`config.mk`:
```
export PLATFORM = sky130hd
export DESIGN_NAME = kama_div
export DESIGN_NICKNAME = d
export VERILOG_FILES = /design/src/hdl/kama_pkg.sv /design/src/hdl/kama_div.sv
export SDC_FILE = /design/constraint.sdc
export NUM_CORES = 1
export LEC_CHECK = 0
export ABC_CLOCK_PERIOD_IN_PS = 9700
export BUFFER_PORTS_ARGS = -buffer_cell sky130_fd_sc_hd__buf_2
export CORE_MARGIN = 1.5
export CORE_UTILIZATION = 45
export DETAILED_ROUTE_END_ITERATION = 8
export RECOVER_POWER = 25
export SYNTH_ARGS = -nofsm -noshare
export SYNTH_HDL_FRONTEND = slang
export SYNTH_SLANG_ARGS = --single-unit
export TNS_END_PERCENT = 20
```
`constraint.sdc`:
```
create_clock -name clk_i -period 9.7 [get_ports clk_i]
set_input_delay 1.94 -clock clk_i [delete_from_list [all_inputs] [get_ports clk_i]]
set_output_delay 1.94 -clock clk_i [all_outputs]
set_load 0.01 [all_outputs]
```
`src/hdl/kama_pkg.sv`:
```
// ----------------------------------------------------------------------------
// KAMA package
// Shared types and constants for the adaptive moving average core.
// ----------------------------------------------------------------------------
`default_nettype none

package kama_pkg;

  localparam int unsigned SampleBits  = 16;
  localparam int unsigned MaxWindow   = 128;
  localparam int unsigned RingAw      = $clog2(MaxWindow);
  localparam int unsigned CountBits   = RingAw + 1;
  localparam int unsigned DiffBits    = SampleBits;
  localparam int unsigned VolBits     = DiffBits + RingAw + 1;
  localparam int unsigned FracBits    = 16;
  localparam int unsigned QBits       = FracBits + 1;
  localparam int unsigned AvgBits     = SampleBits + FracBits + 1;
  localparam int unsigned CfgIdxBits  = 2;
  localparam int unsigned CfgDataBits = 17;
  localparam int unsigned WinRegBits  = 8;

  localparam logic [WinRegBits-1:0]  WindowReset = WinRegBits'(10);
  localparam logic [CfgDataBits-1:0] FastReset   = CfgDataBits'(43691);
  localparam logic [CfgDataBits-1:0] SlowReset   = CfgDataBits'(4228);
  localparam logic [QBits-1:0]       QOne        = QBits'(1) << FracBits;

  typedef logic signed [SampleBits-1:0] sample_t;
  typedef logic [DiffBits-1:0]          diff_t;
  typedef logic [VolBits-1:0]           vol_t;
  typedef logic [QBits-1:0]             q_t;
  typedef logic signed [AvgBits-1:0]    avg_t;
  typedef logic [RingAw-1:0]            ring_addr_t;

  typedef struct packed {
    sample_t smp_re;
    sample_t smp_im;
    diff_t   dif_re;
    diff_t   dif_im;
  } ring_word_t;

  typedef enum logic [CfgIdxBits-1:0] {
    RegWindow = 2'd0,
    RegFast   = 2'd1,
    RegSlow   = 2'd2
  } cfg_reg_e;

endpackage

`default_nettype wire

```
`src/hdl/kama_div.sv`:
```
// ----------------------------------------------------------------------------
// KAMA ratio divider
// Restoring divider giving the Q1.16 efficiency ratio, one bit a cycle.
// ----------------------------------------------------------------------------
`default_nettype none

module kama_div (
  input  wire             clk_i,
  input  wire             rst_ni,
  input  wire             start_i,
  input  kama_pkg::diff_t dividend_i,
  input  kama_pkg::vol_t  divisor_i,
  output logic            done_o,
  output kama_pkg::q_t    quot_o
);
  import kama_pkg::*;

  localparam int unsigned CntBits = $clog2(FracBits);

  logic                busy_q;
  logic                done_q;
  logic [CntBits-1:0]  cnt_q;
  vol_t                rem_q;
  vol_t                divisor_q;
  logic [FracBits-1:0] quo_q;
  q_t                  result_q;

  logic [VolBits:0]    rem_shift;
  logic                take;
  vol_t                rem_d;
  logic [FracBits-1:0] quo_d;

  always_comb begin
    rem_shift = {rem_q, 1'b0};
    take      = rem_shift >= {1'b0, divisor_q};
    rem_d     = take ? VolBits'(rem_shift - {1'b0, divisor_q}) : VolBits'(rem_shift);
    quo_d     = {quo_q[FracBits-2:0], take};
  end

  always_ff @(posedge clk_i or negedge rst_ni) begin
    if (!rst_ni) begin
      busy_q <= 1'b0;
      done_q <= 1'b0;
      cnt_q  <= '0;
    end else begin
      done_q <= 1'b0;
      if (start_i) begin
        cnt_q <= '0;
        // A ratio of one or more saturates, so only the fractional bits are divided out.
        if (divisor_i == '0) begin
          done_q <= 1'b1;
        end else if (VolBits'(dividend_i) >= divisor_i) begin
          done_q <= 1'b1;
        end else begin
          busy_q <= 1'b1;
        end
      end else if (busy_q) begin
        cnt_q <= cnt_q + 1'b1;
        if (cnt_q == CntBits'(FracBits - 1)) begin
          busy_q <= 1'b0;
          done_q <= 1'b1;
        end
      end
    end
  end

  always_ff @(posedge clk_i) begin
    if (start_i) begin
      divisor_q <= divisor_i;
      rem_q     <= VolBits'(dividend_i);
      quo_q     <= '0;
      if (divisor_i == '0) begin
        result_q <= '0;
      end else if (VolBits'(dividend_i) >= divisor_i) begin
        result_q <= QOne;
      end
    end else if (busy_q) begin
      rem_q <= rem_d;
      quo_q <= quo_d;
      if (cnt_q == CntBits'(FracBits - 1)) begin
        result_q <= {1'b0, quo_d};
      end
    end
  end

  assign done_o = done_q;
  assign quot_o = result_q;

endmodule

`default_nettype wire

```
Word level (Yosys, flattened, before mapping)
Cells that the tools add are included.

Bits of input ports: 43. Output and inout port bits: 18. Word-level logic and storage cells: 41. Register bits: 86.

$lt $le $gt $ge: 2. Muxes and demuxes: 20. Reduce and logical (&&, ||, !) cells: 5. $add $sub $neg: 2. Equality and inequality tests: 4.

Operators by type and width (number): $mux 17 (5); $mux 16 (2); $ge 25x24->1 (1); $ge 16x24->1 (1); $logic_not 24->1 (1); $mux 24 (1); $sub 24x24->24 (1); $mux 1 (10); $mux 4 (2); $add 4x1->4 const B (1); $eq 4x4->1 const B (1); $ne 2x2->1 const B (2); $reduce_bool 2->1 (2); $ne 3x1->1 const B (1); $reduce_and 3->1 (1); $reduce_and 2->1 (1).

Longest topological paths before layout
Gate-level depths: netlist (run 1).

Depth in word-level cells: 4. Depth in mapped cells: 14. Depth with buffers taken out: 10.

Worst setup path after synthesis (run 1)
No wires, ideal clock.

Kind: input to register. Start point: in dividend_i[0]. End point: reg result_q[0], in the netlist quot_o[0], enable pin. Library setup time: 0.416 ns. Path buffers: 0. Arrival: 4.240 ns. Stages on the path: 10. Setup slack: 5.043 ns. Data required time: 9.284 ns. Cell sequence: inv_1 -> ha_1 -> nand2b_1 -> a21o_1 -> a21o_1 -> a21o_1 -> a21oi_1 -> o21ai_0 -> a311oi_1 -> nor3b_1.

Word-level cells in the longest chain between the ends: 3.

RTL lines: start: declaration (RTL line kama_div.sv:11) `input kama_pkg::diff_t dividend_i,`; $ge 16x24->1 (RTL line kama_div.sv:74) `end else if (VolBits'(dividend_i) >= divisor_i) begin`; $ne 3x1->1 (no source line); $reduce_and 3->1 (no source line); end signal: assignment (RTL line kama_div.sv:75) `result_q <= QOne;`; end signal: assignment (RTL line kama_div.sv:81) `result_q <= {1'b0, quo_d};`; end: declaration (RTL line kama_div.sv:26) `q_t result_q;`.

Every way passes these cells. A chain may end at the register's enable or synchronous reset.

Worst setup path after layout (run 1)
Start point: in start_i. End point: reg result_q[7], in the netlist quot_o[7], enable pin.

Word-level cells in the longest chain between the ends: 2. Elaborated cells on any way between the ends: 4. Classes of those cells: eq/ne: 1; reduce/logical: 3.

RTL lines: start: declaration (RTL line kama_div.sv:10) `input wire start_i,`; $ne 3x1->1 (no source line) / $reduce_bool 2->1 (equally long branches); $reduce_and 3->1 (no source line) (*).

Every way passes the cells marked *; elsewhere a longest branch is shown, timed or not.

==> results of run 1 <==
==> cell families after synthesis <==
family	after synthesis	synth area share [%]
compound gates	111	14.4
simple gates	124	12.8
xor+xnor	20	3.40
flops	86	45.1
buf+inv	62	5.00
mux	41	8.99
fa+ha+maj	42	10.3
==> state kept, by name, summed over array words and instances, names as in the netlist <==
register / cells
quo_q: 15
cnt_q: 4
divisor_q: 24
rem_q: 24
busy_q: 1
done_o: 1
quot_o: 17
==> placed cells by master (no fill, tap or decap), types with 2 or more instances in the layout <==
cell type,count
a211oi_1,4
a21o_1,11
a21oi_1,23
a22oi_1,2
a311oi_1,4
a31oi_1,9
a41o_1,2
and2_1,5
and3_1,5
buf_2,40
buf_4,3
clkbuf_1,21
clkbuf_16,9
dfrtp_1,6
dfxtp_1,23
edfxtp_1,57
ha_1,41
inv_1,44
inv_6,2
inv_8,3
mux2_2,34
mux2_4,2
mux2i_1,5
nand2_1,25
nand2b_1,2
nand3_1,8
nand3b_1,2
nand4_1,7
nor2_1,25
nor2b_1,21
nor3_1,3
nor3b_1,6
nor4_1,6
o21a_1,9
o21ai_0,24
o31a_1,3
o31ai_1,3
or2_2,3
xnor2_1,11
xor2_1,9
==> per-stage QoR <==
step	hold slack [ps]	std cells	util, %
global placement	467	672	50.7
CTS	495	688	53.5
floorplan	452	486	-
global route	503	688	53.2
detailed placement	482	672	50.7
finish	487	688	53.2
==> worst register-to-register path: stages, from the launching register on <==
cell and delay [ps]:
edfxtp_1 400, ha_1 430, and3_1 270, and2_1 320, nand4_1 230, o31ai_1 280, a41o_1 300, a21o_1 680
mux2_2 440, mux2_2 260
==> power by group <==
group | internal [mW] | leakage [nW] | switching (mW)
Sequential | 0.454 | 0.831 | 0.0295
Clock | 0.183 | 0.145 | 0.167
Combinational | 0.271 | 1.56 | 0.320
==> final timing paths <==
path / endpoint / slack [ps] / depth (start not counted)
max: quot_o[7]$_SDFFCE_PP0P_ / 3840 / 6
min: quo_q[0]$_SDFFE_PP0P_ / 490 / 2
max reg2reg: rem_q[2]$_DFFE_PP_ / 5840 / 9
max in group asynchronous: cnt_q[1]$_DFFE_PN0P_ / 8000 / 1
min in group asynchronous: busy_q$_DFFE_PN0P_ / 1460 / 1
min reg2reg: quo_q[0]$_SDFFE_PP0P_ / 490 / 2
==> layer usage <==
metal  share of wire, %  GRT usage (%)  vias to the layer above
li1                   -              -                     1900
met1                 48           27.9                     1806
met2                 47           33.5                       64
met3                3.7           5.53                        8
met4                1.2           5.19                        0
met5                  0              0                        -
==> layout make-up <==
class	instances	area [sq um]	area share [%]
repair buffers	64	302	5.16
well taps	140	175	3.00
flip-flops and latches	86	2320	39.8
multi-input cells	338	2580	44.1
clock buffers	9	225	3.86
clock inverters	7	75.1	1.29
inverters	44	165	2.83
==> impl_metrics.toml, run 1 <==
[die]
die_y_um = 110
dieWidth_um = 110
io_pins = 61
die_area_sq_um = 12100
row_count = 38
start_util_pct = 46.9
core_sq_um = 11000

[sta]
finClkSkew_ps = 9.42
fmaxAchievable_mhz = 171
hold_viol_final = 0
fin_crit_sh_pct = 60.4
finalSetupViolations = 0
slew_headroom_pct = -164
final.min_clock_period_ps = 5860
slew_viol_final = 84
tns_ps = 0
worst_slew_pin_slew_ps = 3950
setup_slack_ps = 3840
grt_setup_unrepaired = "no"

[drt]
post-route-drc-count = 0
viasPerCell = 5.49
ant_nets = 0
wl_um = 11500
wl_per_cell_um = 16.8
drtIter0Drc = 134
vias = 3778
dr.pass1.iters = 4

[yosys]
synth_area_leaders = "edfxtp_1, ha_1, dfxtp_1, mux2_2, inv_1"
yosysSeqAreaShare_pct = 45.1
synth_common_cells = "edfxtp_1, inv_1, ha_1, mux2_2"
syn_nets = 571
synth_top_cell_by_area = "edfxtp_1"
syn-cell-area_sq_um = 5150
synth_top_area_share_pct = 33.2
avgSynthCellArea_sq_um = 10.6
synth-async-reset-ratio_pct = 6.98
ys_ff_latch = 86
netlist_instances = 486
synth_edf_count = 57
ys_warn_count = 0
yosysMostFrequentCell = "edfxtp_1"
synth-main-ff-cell = "edfxtp_1"
post_synth_num_cell_types = 62

[critical_path]
path_delay_family = "buffers and inverters"
cp-end-kind = "flop"
rr_startpoint = "rem_q[11]$_DFFE_PP_"
startpoint_type = "input port"
crit_path_start = "start_i"
crit_buf_inv = 3
max_stage_delay_ps = 2760
critPathMaxFanout = 83
critical_path_class = "in2reg"
cp.arrival_ps = 5960
cp.required_ps = 9800
cp_slowest_cell = "clkbuf_1"
path_cells = "buf_2 > clkbuf_1 > nand4b_1 > a311oi_1 > nor3b_2 > buf_4"

[cts]
h-tree-depth = 3
cts_resized = 0
cts_root_buffer = "clkbuf_16"
clkSinkCount = 86
clkLatencyLatePin_ps = 350
cts_made_buffers = 9
clkTransAtPathRegs_ps = 70
holdBufCountCts = 0
cts_setup_buffers = 0
cts_max_path_buffers = 2
cts_tree = "built"

[grt]
grt_pass1_vias = 3744
grt_pass1_wl_um = 18800
grt_antenna_before_repair = 0
grt_max_degree = 84
grt-ovfl-total = 0
grt.total_usage_pct = 20.8

[layout]
drive_gt1_share_pct = 18.4
fin_area_sq_um = 5840
nNetsFinal = 628
syn_to_final_growth_pct = 13.4
num_antenna_cells = 0
fill_cells = 1001

[min_path]
hp-class = "reg2reg"
min-delay-start = "quo_q[0]$_SDFFE_PP0P_"

[power]
pwr_density_cell_nw_per_um2 = 244
leakage_nw = 2.53
p_total_mw = 1.42
irDropWorstVdd_v = 0.000115

[placed_design]
dpl_cell_area_sq_um = 5570
place_worst_setup_slack_ps = 5360
gp_congestion = 0.810
dp_hpwl_um = 8430
numPortBuffers = 60

[run]
max_cap_violations = 1

[run_status]
violations = "max-capacitance violations, max-slew violations"
status = "finished with violations"
Power figures use the tool's default switching activity.
==> inputs of run 2 (changes only) <==
--- a/config.mk
+++ b/config.mk
@@ -5,11 +5,12 @@
 export SDC_FILE = /design/constraint.sdc
 export NUM_CORES = 1
 export LEC_CHECK = 0
-export ABC_CLOCK_PERIOD_IN_PS = 9700
+export ABC_CLOCK_PERIOD_IN_PS = 4700
 export BUFFER_PORTS_ARGS = -buffer_cell sky130_fd_sc_hd__buf_2
 export CORE_MARGIN = 1.5
 export CORE_UTILIZATION = 45
 export DETAILED_ROUTE_END_ITERATION = 8
+export PLACE_DENSITY = 0.67
 export RECOVER_POWER = 25
 export SYNTH_ARGS = -nofsm -noshare
 export SYNTH_HDL_FRONTEND = slang
==> constraint.sdc (replaced) <==
create_clock -name clk_i -period 4.7 [get_ports clk_i]
set_input_delay 0.94 -clock clk_i [delete_from_list [all_inputs] [get_ports clk_i]]
set_output_delay 0.94 -clock clk_i [all_outputs]
set_load 0.01 [all_outputs]
==> run 2 against run 1 <==
  * The flow now finishes without violations
  * Final cell count increased by 0.15%
  * Utilization hardly changed
  * Register-to-register slack lost 4800 ps
  * First-iteration DRC count is 19% higher
  * Die area did not move
  * Non-clock buffer count is 1 higher
  * Largest cell class unchanged
  * Cell area hardly changed
  * Sequential share of layout area barely moved
  * Combinational power increased by 110%
  * Clock power increased by 100%
  * Via count is 1.6% higher
  * Critical path type is now reg2reg
  * Count of clock-buffer cells in the layout stayed put
==> impl_metrics.toml, run 2 (synthesis gave the netlist of run 1 again) <==
[placed_design]
dpl_cell_area_sq_um = 5580
dp_hpwl_um = 8380
gp_congestion = 0.884
place_worst_setup_slack_ps = 1060
numPortBuffers = 60

[power]
power_switching_mw = 1.05
intPower_mw = 1.87
p_seq_share_pct = 34.2
p_total_mw = 2.92
pwr_density_cell_nw_per_um2 = 500
leakage_nw = 2.54
irDropWorstVdd_v = 0.000228
swShare_pct = 36.0
comb_power_share_pct = 41.6
clkPwrFrac_pct = 24.1

[layout]
fill_cells = 992
nNetsFinal = 629
fin_area_sq_um = 5850
syn_to_final_growth_pct = 13.5
seq_area_sq_um = 2320
layout_commonest_cell = "edfxtp_1"
multi_input_area_sq_um = 2580
final_cell_mix = "edfxtp_1, inv_1, ha_1"
drive_gt1_share_pct = 18.6
num_antenna_cells = 0

[die]
core_sq_um = 11000
die_area_sq_um = 12100
dieWidth_um = 110
die_y_um = 110
io_pins = 61
start_util_pct = 46.9
row_count = 38

[grt]
grt_pass1_wl_um = 18600
grt-ovfl-total = 0
grt_pass1_vias = 3798
grt_antenna_before_repair = 1
grt_max_degree = 30
grt.total_usage_pct = 20.2

[sta]
finalSetupViolations = 0
fin_crit_sh_pct = 78.9
holdWs_ps = 464
tns_ps = 0
fmaxAchievable_mhz = 270
worst_slew_pin_slew_ps = 1390
setup_slack_ps = 991
slew_viol_final = 0
hold_viol_final = 0
final.min_clock_period_ps = 3710
finClkSkew_ps = 5.24
slew_headroom_pct = 7.13
grt_setup_unrepaired = "no"

[drt]
wl_per_cell_um = 16.2
vias = 3837
ant_nets = 0
wl_met2_um = 5270
drtIter0Drc = 159
drt-met1-wl_um = 5240
wl_um = 11200
dr.pass1.iters = 4
post-route-drc-count = 0
viasPerCell = 5.57
routed.top_layer = "met4"
met3WireLength_um = 439

[cts]
cts_tree = "built"
cts_resized = 0
cts_made_buffers = 9
clkTransAtPathRegs_ps = 70
clkSinkCount = 86
cts_root_buffer = "clkbuf_16"
h-tree-depth = 3
cts_max_path_buffers = 2
holdBufCountCts = 0
cts_setup_buffers = 0
clkLatencyLatePin_ps = 340

[critical_path]
cp.required_ps = 4800
critPathMaxFanout = 19
max_stage_delay_ps = 510
cp-end-kind = "flop"
r2r_slack_ps = 990
path_cells = "ha_1 > nor2b_1 > o31a_1 > o41a_1 > a2111o_1 > a31o_1 > a21o_1 > mux2_2 > mux2_2"
startpoint_type = "flop"
cp.arrival_ps = 3800
cp_slowest_cell = "a2111o_1"
crit_top_cell = "mux2_2"
critical_path_class = "reg2reg"

[run]
max_cap_violations = 0

[min_path]
hp-class = "in2async"

[run_status]
status = "completed"
==> run 2: changes by cell type in the layout (fill, tap and decap cells not counted), sizes merged <==
cell | before | now
buf | 43 | 44
==> run 2: critical path: cells and delay by family (launching register included) <==
family	cells	cell delay [ps]
AOI/OAI and AO/OA	5	1920
adders and majority gates	1	330
DFF	1	390
muxes	2	670
and+or+nand+nor	1	150
==> run 2: layout make-up <==
cell class | count | share of cell area (%)
multi-input cells | 338 | 44.1
flip-flops and latches | 86 | 39.7
repair buffers | 65 | 5.33
clock buffers | 9 | 3.85
well taps | 140 | 3.00
inverters | 44 | 2.82
clock inverters | 7 | 1.20
==> run 2: power by group through the flow <==
stage               clock network, mW  logic (mW)  registers (mW)
floorplan                           0       0.978           0.999
global placement                    0        1.19            1.01
detailed placement                  0        1.19            1.02
CTS                             0.720        1.21            1.00
global route                    0.744        1.34            1.01
finish                          0.705        1.22            1.00
==> run 2: final timing paths <==
| path | from | endpoint | cells past startpoint |
|---|---|---|---|
| max | rem_q[0]$_DFFE_PP_ | rem_q[4]$_DFFE_PP_ | 9 |
| min | rst_ni | cnt_q[2]$_DFFE_PN0P_ | 1 |
| max reg2reg | rem_q[0]$_DFFE_PP_ | rem_q[4]$_DFFE_PP_ | 9 |
| min reg2reg | quo_q[0]$_SDFFE_PP0P_ | quo_q[0]$_SDFFE_PP0P_ | 2 |
| max in group asynchronous | rst_ni | cnt_q[3]$_DFFE_PN0P_ | 1 |
| min in group clk_i | quo_q[0]$_SDFFE_PP0P_ | quo_q[0]$_SDFFE_PP0P_ | 2 |
==> run 2: metrics by stage <==
| step | utilization, % | std cells |
|---|---|---|
| 6_report | 53.2 | 689 |
| 5_1_grt | 53.2 | 689 |
| 4_1_cts | 53.5 | 689 |
| 3_5_place_dp | 50.8 | 673 |
| 3_3_place_gp | 50.8 | 673 |
| 2_1_floorplan | - | 486 |
==> run 2: metal layers <==
layer	up-vias	track usage, %
met4	0	8.07
met3	16	2.94
met1	1842	27.4
met5	-	0
li1	1900	-
met2	79	32.5
